`src/sv/sha256_stream_hasher_core_defines.svh`:
```
// Assertion macros shared by the hasher RTL.
`ifndef SHA256_STREAM_HASHER_CORE_DEFINES_SVH
`define SHA256_STREAM_HASHER_CORE_DEFINES_SVH
`ifndef SYNTH
`define SHA_ASSERT_IMP(lbl, clk, rstn, a, b) \
  lbl: assert property (@(posedge clk) disable iff (!rstn) (a) |-> (b)) \
    else $error("implication check failed");
`define SHA_ASSERT_NXT(lbl, clk, rstn, a, b) \
  lbl: assert property (@(posedge clk) disable iff (!rstn) (a) |=> (b)) \
    else $error("next-cycle check failed");
`else
`define SHA_ASSERT_IMP(lbl, clk, rstn, a, b)
`define SHA_ASSERT_NXT(lbl, clk, rstn, a, b)
`endif
`endif

```
`src/sv/sha_pkg.sv`:
```
// SHA-256 constants, state codes and round functions.
`timescale 1ns / 1ps
package sha_pkg;

  localparam logic [1:0] StIdle = 2'd0;
  localparam logic [1:0] StPad  = 2'd1;
  localparam logic [1:0] StComp = 2'd2;
  localparam logic [1:0] StOut  = 2'd3;

  localparam logic [7:0] PadByte = 8'h80;
  localparam logic [5:0] LenPos  = 6'd56;

  localparam logic [31:0] InitH [8] = '{
    32'h6a09e667, 32'hbb67ae85, 32'h3c6ef372, 32'ha54ff53a,
    32'h510e527f, 32'h9b05688c, 32'h1f83d9ab, 32'h5be0cd19};

  localparam logic [31:0] RoundK [64] = '{
    32'h428a2f98, 32'h71374491, 32'hb5c0fbcf, 32'he9b5dba5,
    32'h3956c25b, 32'h59f111f1, 32'h923f82a4, 32'hab1c5ed5,
    32'hd807aa98, 32'h12835b01, 32'h243185be, 32'h550c7dc3,
    32'h72be5d74, 32'h80deb1fe, 32'h9bdc06a7, 32'hc19bf174,
    32'he49b69c1, 32'hefbe4786, 32'h0fc19dc6, 32'h240ca1cc,
    32'h2de92c6f, 32'h4a7484aa, 32'h5cb0a9dc, 32'h76f988da,
    32'h983e5152, 32'ha831c66d, 32'hb00327c8, 32'hbf597fc7,
    32'hc6e00bf3, 32'hd5a79147, 32'h06ca6351, 32'h14292967,
    32'h27b70a85, 32'h2e1b2138, 32'h4d2c6dfc, 32'h53380d13,
    32'h650a7354, 32'h766a0abb, 32'h81c2c92e, 32'h92722c85,
    32'ha2bfe8a1, 32'ha81a664b, 32'hc24b8b70, 32'hc76c51a3,
    32'hd192e819, 32'hd6990624, 32'hf40e3585, 32'h106aa070,
    32'h19a4c116, 32'h1e376c08, 32'h2748774c, 32'h34b0bcb5,
    32'h391c0cb3, 32'h4ed8aa4a, 32'h5b9cca4f, 32'h682e6ff3,
    32'h748f82ee, 32'h78a5636f, 32'h84c87814, 32'h8cc70208,
    32'h90befffa, 32'ha4506ceb, 32'hbef9a3f7, 32'hc67178f2};

  function automatic logic [31:0] rotr(input logic [31:0] x, input int unsigned n);
    logic [63:0] dbl;
    dbl = {x, x} >> n;
    return dbl[31:0];
  endfunction

  function automatic logic [31:0] big_s0(input logic [31:0] x);
    return rotr(x, 2) ^ rotr(x, 13) ^ rotr(x, 22);
  endfunction

  function automatic logic [31:0] big_s1(input logic [31:0] x);
    return rotr(x, 6) ^ rotr(x, 11) ^ rotr(x, 25);
  endfunction

  function automatic logic [31:0] sml_s0(input logic [31:0] x);
    return rotr(x, 7) ^ rotr(x, 18) ^ (x >> 3);
  endfunction

  function automatic logic [31:0] sml_s1(input logic [31:0] x);
    return rotr(x, 17) ^ rotr(x, 19) ^ (x >> 10);
  endfunction

endpackage

```
`src/sv/sha256_stream_hasher_core.sv`:
```
// Streaming SHA-256 hasher: byte intake, padding, compression and digest output.
// Data bytes are accepted only while idle; the 64th byte of a block starts its 64 rounds, during which input stalls.
// Finish: one cycle per pad/length byte up to the block end, 64 rounds per block
// (one or two blocks), then four digest words, one per output transfer.
// Throughput is set by the single round unit reading the 16-word block memory.
// Reset: asynchronous active low; chaining words take the initial hash values,
// counters clear; the block memory holds no reset value and no word is used before it is written.
`timescale 1ns / 1ps
`include "sha256_stream_hasher_core_defines.svh"
module sha256_stream_hasher_core (
  input  logic        clk_i,
  input  logic        rst_ni,
  input  logic        in_valid_i,
  output logic        in_ready_o,
  input  logic        op_i,
  input  logic [7:0]  data_byte_i,
  output logic        out_valid_o,
  input  logic        out_ready_i,
  output logic [63:0] digest_word_o,
  output logic [1:0]  word_index_o,
  output logic        last_word_o
);

  logic [1:0]  state_q, state_d;
  logic [5:0]  fill_q;
  logic [63:0] total_q;
  logic [63:0] bits_q;
  logic [23:0] pack_q;
  logic        first_q, wrap_pend_q, final_q, ret_pad_q;
  logic [5:0]  rnd_q;
  logic [1:0]  widx_q;
  logic [31:0] chain_q [8];
  logic [31:0] v_q [8];
  logic [31:0] v_d [8];
  logic [31:0] win_q [16];
  logic [31:0] mem [16];
  logic [31:0] rd_q;
  logic [3:0]  raddr;

  logic        in_xfer, out_xfer, byte_en, len_phase, blk_done, rnd_last;
  logic [7:0]  byte_val, pad_val;
  logic [31:0] w_new, w_cur, t1, t2, maj, chf;

  assign in_ready_o    = (state_q == sha_pkg::StIdle);
  assign in_xfer       = in_valid_i && in_ready_o;
  assign out_valid_o   = (state_q == sha_pkg::StOut);
  assign out_xfer      = out_valid_o && out_ready_i;
  assign digest_word_o = {chain_q[{widx_q, 1'b0}], chain_q[{widx_q, 1'b1}]};
  assign word_index_o  = widx_q;
  assign last_word_o   = (widx_q == 2'd3);

  // Select the next byte: input data or the padding stream
  assign len_phase = !first_q && !wrap_pend_q && (fill_q >= sha_pkg::LenPos);
  assign pad_val   = first_q ? sha_pkg::PadByte : (len_phase ? bits_q[63:56] : 8'h00);
  assign byte_en   = (in_xfer && !op_i) || (state_q == sha_pkg::StPad);
  assign byte_val  = (state_q == sha_pkg::StPad) ? pad_val : data_byte_i;
  assign blk_done  = byte_en && (fill_q == 6'd63);

  // Round datapath
  assign w_new = win_q[0] + sha_pkg::sml_s0(win_q[1]) + win_q[9] + sha_pkg::sml_s1(win_q[14]);
  assign w_cur = (rnd_q < 6'd16) ? rd_q : w_new;
  assign chf   = (v_q[4] & v_q[5]) ^ (~v_q[4] & v_q[6]);
  assign maj   = (v_q[0] & v_q[1]) ^ (v_q[0] & v_q[2]) ^ (v_q[1] & v_q[2]);
  assign t1    = v_q[7] + sha_pkg::big_s1(v_q[4]) + chf + sha_pkg::RoundK[rnd_q] + w_cur;
  assign t2    = sha_pkg::big_s0(v_q[0]) + maj;
  assign rnd_last = (state_q == sha_pkg::StComp) && (rnd_q == 6'd63);

  always_comb begin
    v_d[0] = t1 + t2;
    v_d[1] = v_q[0];
    v_d[2] = v_q[1];
    v_d[3] = v_q[2];
    v_d[4] = v_q[3] + t1;
    v_d[5] = v_q[4];
    v_d[6] = v_q[5];
    v_d[7] = v_q[6];
  end

  // Next state
  always_comb begin
    state_d = state_q;
    case (state_q)
      sha_pkg::StIdle: begin
        if (in_xfer && op_i) state_d = sha_pkg::StPad;
        else if (blk_done) state_d = sha_pkg::StComp;
      end
      sha_pkg::StPad: begin
        if (blk_done) state_d = sha_pkg::StComp;
      end
      sha_pkg::StComp: begin
        if (rnd_q == 6'd63) begin
          if (final_q) state_d = sha_pkg::StOut;
          else if (ret_pad_q) state_d = sha_pkg::StPad;
          else state_d = sha_pkg::StIdle;
        end
      end
      sha_pkg::StOut: begin
        if (out_xfer && last_word_o) state_d = sha_pkg::StIdle;
      end
      default: state_d = sha_pkg::StIdle;
    endcase
  end

  // Register the block word for the next round while the current round runs
  assign raddr = (state_q == sha_pkg::StComp) ? (rnd_q[3:0] + 4'd1) : 4'd0;

  always_ff @(posedge clk_i) begin
    if (byte_en && (fill_q[1:0] == 2'd3)) mem[fill_q[5:2]] <= {pack_q, byte_val};
    rd_q <= mem[raddr];
  end

  // Hold packing, schedule window and working variables
  always_ff @(posedge clk_i) begin
    if (byte_en) pack_q <= {pack_q[15:0], byte_val};
    if (state_q == sha_pkg::StComp) begin
      for (int j = 0; j < 15; j++) win_q[j] <= win_q[j + 1];
      win_q[15] <= w_cur;
      for (int j = 0; j < 8; j++) v_q[j] <= v_d[j];
    end else begin
      for (int j = 0; j < 8; j++) v_q[j] <= chain_q[j];
    end
  end

  // Control and chaining state
  always_ff @(posedge clk_i or negedge rst_ni) begin
    if (!rst_ni) begin
      state_q     <= sha_pkg::StIdle;
      fill_q      <= '0;
      total_q     <= '0;
      bits_q      <= '0;
      first_q     <= 1'b0;
      wrap_pend_q <= 1'b0;
      final_q     <= 1'b0;
      ret_pad_q   <= 1'b0;
      rnd_q       <= '0;
      widx_q      <= '0;
      for (int j = 0; j < 8; j++) chain_q[j] <= sha_pkg::InitH[j];
    end else begin
      state_q <= state_d;
      if (byte_en) fill_q <= fill_q + 6'd1;
      if (in_xfer && !op_i) total_q <= total_q + 64'd1;
      // Latch the bit length and start padding
      if (in_xfer && op_i) begin
        bits_q      <= {total_q[60:0], 3'b000};
        first_q     <= 1'b1;
        wrap_pend_q <= 1'b0;
      end
      if (state_q == sha_pkg::StPad) begin
        first_q <= 1'b0;
        if (fill_q == 6'd63) wrap_pend_q <= 1'b0;
        else if (first_q && (fill_q >= sha_pkg::LenPos)) wrap_pend_q <= 1'b1;
        if (len_phase) bits_q <= {bits_q[55:0], 8'h00};
      end
      if (blk_done) begin
        ret_pad_q <= (state_q == sha_pkg::StPad);
        final_q   <= (state_q == sha_pkg::StPad) && len_phase;
      end
      // Advance rounds and fold the result into the chain
      if (state_q == sha_pkg::StComp) rnd_q <= rnd_q + 6'd1;
      if (rnd_last) begin
        for (int j = 0; j < 8; j++) chain_q[j] <= chain_q[j] + v_d[j];
      end
      // Step through digest words, then restart the hasher
      if (out_xfer) begin
        widx_q <= widx_q + 2'd1;
        if (last_word_o) begin
          for (int j = 0; j < 8; j++) chain_q[j] <= sha_pkg::InitH[j];
          fill_q  <= '0;
          total_q <= '0;
          final_q <= 1'b0;
        end
      end
    end
  end

  `SHA_ASSERT_IMP(a_ready_excl, clk_i, rst_ni, in_ready_o, !out_valid_o)
  `SHA_ASSERT_NXT(a_final_out, clk_i, rst_ni, rnd_last && final_q, out_valid_o && (widx_q == 2'd0))
  `SHA_ASSERT_NXT(a_restart, clk_i, rst_ni, out_xfer && last_word_o, in_ready_o && (fill_q == 6'd0) && (total_q == 64'd0))
  `SHA_ASSERT_IMP(a_no_byte_in_comp, clk_i, rst_ni, state_q == sha_pkg::StComp, !byte_en)

endmodule

```
`config.mk`:
```
export PLATFORM = sky130hd
export DESIGN_NAME = sha256_stream_hasher_core
export DESIGN_NICKNAME = d
export VERILOG_FILES = /design/src/sv/sha_pkg.sv /design/src/sv/sha256_stream_hasher_core.sv
export VERILOG_INCLUDE_DIRS = /design/src /design/src/sv
export SDC_FILE = /design/constraint.sdc
export NUM_CORES = 2
export LEC_CHECK = 0
export BUFFER_PORTS_ARGS = -buffer_cell sky130_fd_sc_hd__buf_2
export CAP_MARGIN = 15
export CORE_UTILIZATION = 40
export DETAILED_ROUTE_END_ITERATION = 7
export PLACE_DENSITY = 0.58
export SETUP_SLACK_MARGIN = 0.15
export SKIP_CTS_REPAIR_TIMING = 1
export SLEW_MARGIN = 20
export SYNTH_ARGS = -nofsm -noshare
export SYNTH_HDL_FRONTEND = slang
export SYNTH_SLANG_ARGS = --single-unit
```
`constraint.sdc`:
```
create_clock -name clk_i -period 37.9 [get_ports clk_i]
set_input_delay 3.79 -clock clk_i [delete_from_list [all_inputs] [get_ports clk_i]]
set_output_delay 3.79 -clock clk_i [all_outputs]
set_load 0.05 [all_outputs]
```
==> summary.md <==
| Metric | Value |
|---|---|
| Num CTS Buffers | `about 190` |
| Clock-pin slew on the worst setup and hold paths | `about 60 ps` |
| Crit share post-route | `approximately 34%` |
| Avg WL per Cell | `roughly 25 µm` |
| Finished Layout Cells | `approximately 11000` |
| Drt drc | `0` |
| EDFF count, synth | `around 1000` |
| Crit. End Element | `flop` |
| Final Critical Period | `12960 ps` |
| Sequential share of the synthesized area | `approximately half` |
| Register share of total power | `50.4%` |
| Arr. time, crit path | `roughly 14000 ps` |
| Net Switching | `~800 µW` |
| Post-synthesis adder-cell area fraction | `9.873%` |
| Outcome | `finished clean` |
| Synth Register Bits | `roughly 1700` |
| Setup violations, final | `0` |
| Setup Crit Path Kind | `reg -> reg` |
| Horiz. Die Dim | `479.9 µm` |
| FF-to-FF End | `chain_q[255]` |
| Die height | `around 480 µm` |
| Peak supply drop | `roughly 0.04 mV` |
| Worst-case reg-to-reg path depth | `55` |
| Cell-internal power | `~3.1 mW` |
| XOR/XNOR Fraction of Synth Area | `~6%` |
| Synth async-reset ratio | `a little under a quarter` |
| Largest net degree at the start of global routing | `208` |
| WHS Endpoint | `win_q[0][81]` |
| Fmax | `roughly 77 MHz` |
| GRT Residual Overflow | `0` |
| Highest net fanout along the worst path | `7` |
| Clk pwr share | `roughly half` |
| Setup tns final | `0 ps` |
| Max Root-Sink Buffers | `3` |
| Pwr/cell area | `38.77 mW/mm²` |
| Placed Instances | `11133` |
| HPWL Detailed | `roughly 200000 µm` |
| CP most frequent cell | `a21oi_1` |
| Syn Nets | `~9000` |
| Placer Congestion | `roughly 0.94` |
| FILL cells | `21098` |
| Hold Crit Class | `reg -> reg` |
| Max Cap Viol | `0` |
| Synth-to-Final Area Change | `11.32%` |
| DIE AREA | `~0.23 mm²` |
| Nets | `between 8000 and 9000` |
| Simple-gate share of the synthesized area | `about 11%` |
| R2R Setup Slk | `between 20000 and 25000 ps` |
| Final Skew | `61.23 ps` |
| Core area | `roughly 0.23 mm²` |
| CTS tree | `built` |
| Synth area leaders | `edfxtp_1 (34%), dfrtp_1 (7.3%), dfxtp_1 (6.3%)` |
| Initial antenna violation count | `14` |
| Warnings from Yosys | `0` |
| Post-synth top area share | `about 34%` |
| Initial DRT Pass Iterations | `6` |
| Worst setup SP type | `flop` |
| Yosys top cell by area | `edfxtp_1` |
| Syn avg cell area | `approximately 11 µm²` |
| Initial core utilization | `approximately two fifths` |
| Largest family of logic cells by synthesized area | `compound AO/OA/AOI/OAI gates` |
| Max-slew violation count | `0` |
| Layout cells sized above 1 | `11.13%` |
| I/O pin count | `between 80 and 90` |
| Worst Min Path Start | `win_q[0][113]` |
| Mux contribution to synthesized area | `under 10%` |
| Row count | `between 150 and 200` |
| Worst hold path cell count | `0` |
| Switching Share | `about 21%` |
| Gr usage total | `approximately a quarter` |
| Via count | `~64000` |
| Max incr delay on CP | `570 ps` |
| Post-synthesis instance total | `between 8000 and 9000` |
| Primary FF master, synth | `edfxtp_1` |
| Routed Antenna Nets | `0` |
| Clock Latency Late Sink | `roughly 860 ps` |
| Slowest cell on crit path | `fa_1` |
| H-tree levels | `4` |
| Synth Area in Compound Gates | `between 10% and 20%` |
| Combinational group share of total power | `less than 1%` |
| Sink Count | `around 1700` |
| Slew HR | `25.44%` |
| Via count of the first global-routing pass | `roughly 62000` |
| DRT iter0 DRCs | `~6300` |
| P_leak | `~40 nW` |
| Routed wire length | `~280000 µm` |
| Req. time, crit path | `between 30000 and 40000 ps` |
| Reg2Reg Launch Point | `win_q[1][213]` |
| # port buffers | `81` |
| Final hold violation count | `0` |
| First-pass GRT wire length | `~420000 µm` |
| Netlist cell types | `95` |
| Post-DR vias/cell | `5.604` |
| Root Driver | `clkbuf_16` |
| Worst slew pin tran | `around 1100 ps` |
| Syn Std Cell Area | `~0.091 mm²` |
| RSZ-0062 raised after global routing | `false` |
## state kept, by name (all words and copies together), names as in the netlist
register,flops
wrap_pend_q,1
v_q,256
pack_q,24
word_index_o,2
final_q,1
ret_pad_q,1
bits_q,64
total_q,61
win_q,512
fill_q,6
rnd_q,6
state_q,2
rd_q,32
first_q,1
chain_q,256
mem,512
## critical path, delay by kind of cell (launching register included)
| kind | cells | cell delay, ps |
|---|---|---|
| buffers and inverters | 6 | 430 |
| adder cells (fa/ha/maj) | 10 | 4260 |
| AO/OA/AOI/OAI | 25 | 4810 |
| flip-flops | 1 | 490 |
| XOR/XNOR | 6 | 1490 |
| AND/OR/NAND/NOR | 8 | 1420 |
## power by group through the flow
stage                     Clock (mW)  Sequential, mW  Combinational (mW)
after detailed placement           0            2.03              0.0118
after floorplan                    0            2.03           0.0000542
after CTS                       1.99            1.99              0.0118
after global routing            2.06            1.99              0.0129
final                           1.95            1.99              0.0110
after global placement             0            2.03              0.0116
## per-stage QoR
step                total power, mW  hold WS [ps]  util [%]  cell area, µm²  setup slack [ps]
global placement              2.037         400.1     41.83           95070             25080
finish                        3.944         392.7     44.75          101700             24940
CTS                           3.984         397.5     44.74          101700             25050
detailed placement            2.037         404.5     41.83           95080             25100
global route                  4.059         395.6     44.75          101700             24140
floorplan                     2.025         400.3         -           91370             21390
## cells in the mapped netlist (18+ instances only)
library cell,number
nand2_1,1432
edfxtp_1,1048
a21oi_1,567
ha_1,405
o21ai_0,398
inv_1,393
xnor2_1,391
nor2_1,377
clkbuf_1,375
dfxtp_1,288
dfrtp_1,265
xor2_1,227
fa_1,196
a21o_1,195
mux2_2,171
nand3_1,158
dfstp_2,136
a211oi_1,98
a31oi_1,97
o211ai_1,95
mux2i_1,82
and3_1,78
nor3_1,78
mux4_2,69
o21bai_1,65
o31ai_1,62
nand2b_1,54
nor2b_1,53
o221ai_1,46
buf_1,41
a221oi_1,39
o21a_1,39
or3_1,37
nand4_1,33
o311ai_0,18
## kinds of logic after synthesis
| family | Yosys count |
|---|---|
| compound gates | 1864 |
| xor+xnor | 621 |
| fa+ha+maj | 604 |
| buf+inv | 811 |
| flops | 1737 |
| mux | 322 |
| simple gates | 2398 |
## cell type report
class                   instances  area (µm²)  area share, %
clock buffers                 255        5323          5.233
repair buffers                184        1267          1.246
well taps                    3009        3765          3.701
clock inverters               103        1286          1.265
inverters                     394        1486          1.461
diodes                          4       10.01       0.009841
flip-flops and latches       1737       47460          46.66
multi-input cells            5809       41120          40.43
## worst max-delay path by stage
stage                        from           end  slack, ps
floorplan              state_q[0]   win_q[0][0]      21390
global placement    win_q[1][211]  chain_q[255]      25080
detailed placement  win_q[1][213]  chain_q[255]      25100
CTS                 win_q[1][213]  chain_q[255]      25050
global route        win_q[1][213]  chain_q[255]      24140
finish              win_q[1][213]  chain_q[255]      24940
## metal layers
layer / global-route usage [%] / wire [µm] / up-vias / part of all wire, %
li1: - / - / 29660 / -
met1: 35.47 / 130700 / 32228 / 46
met2: 37.54 / 126700 / 2117 / 45
met3: 3.393 / 17250 / 412 / 6.1
met4: 7.462 / 8626 / 0 / 3.0
met5: 0 / 0 / - / 0
## cells in the final DEF, fill, tap and decap left out, drive strengths merged, types with 65 or more instances in the layout
cell type and n:
a21oi 569, dfstp 136, dfrtp 265, inv 399, o21ai 408, xnor2 391, fa 196, mux4 69
xor2 227, a211oi 101, o21bai 65, nand2 1432, clkinv 70, edfxtp 1048, a31oi 98, a21o 195
dfxtp 288, nor2 379, ha 405, mux2 171, nor3 79, and3 78, mux2i 82, clkbuf 255
buf 184, nand3 158, o211ai 95
Note: power is estimated with default switching activity, not from simulation.
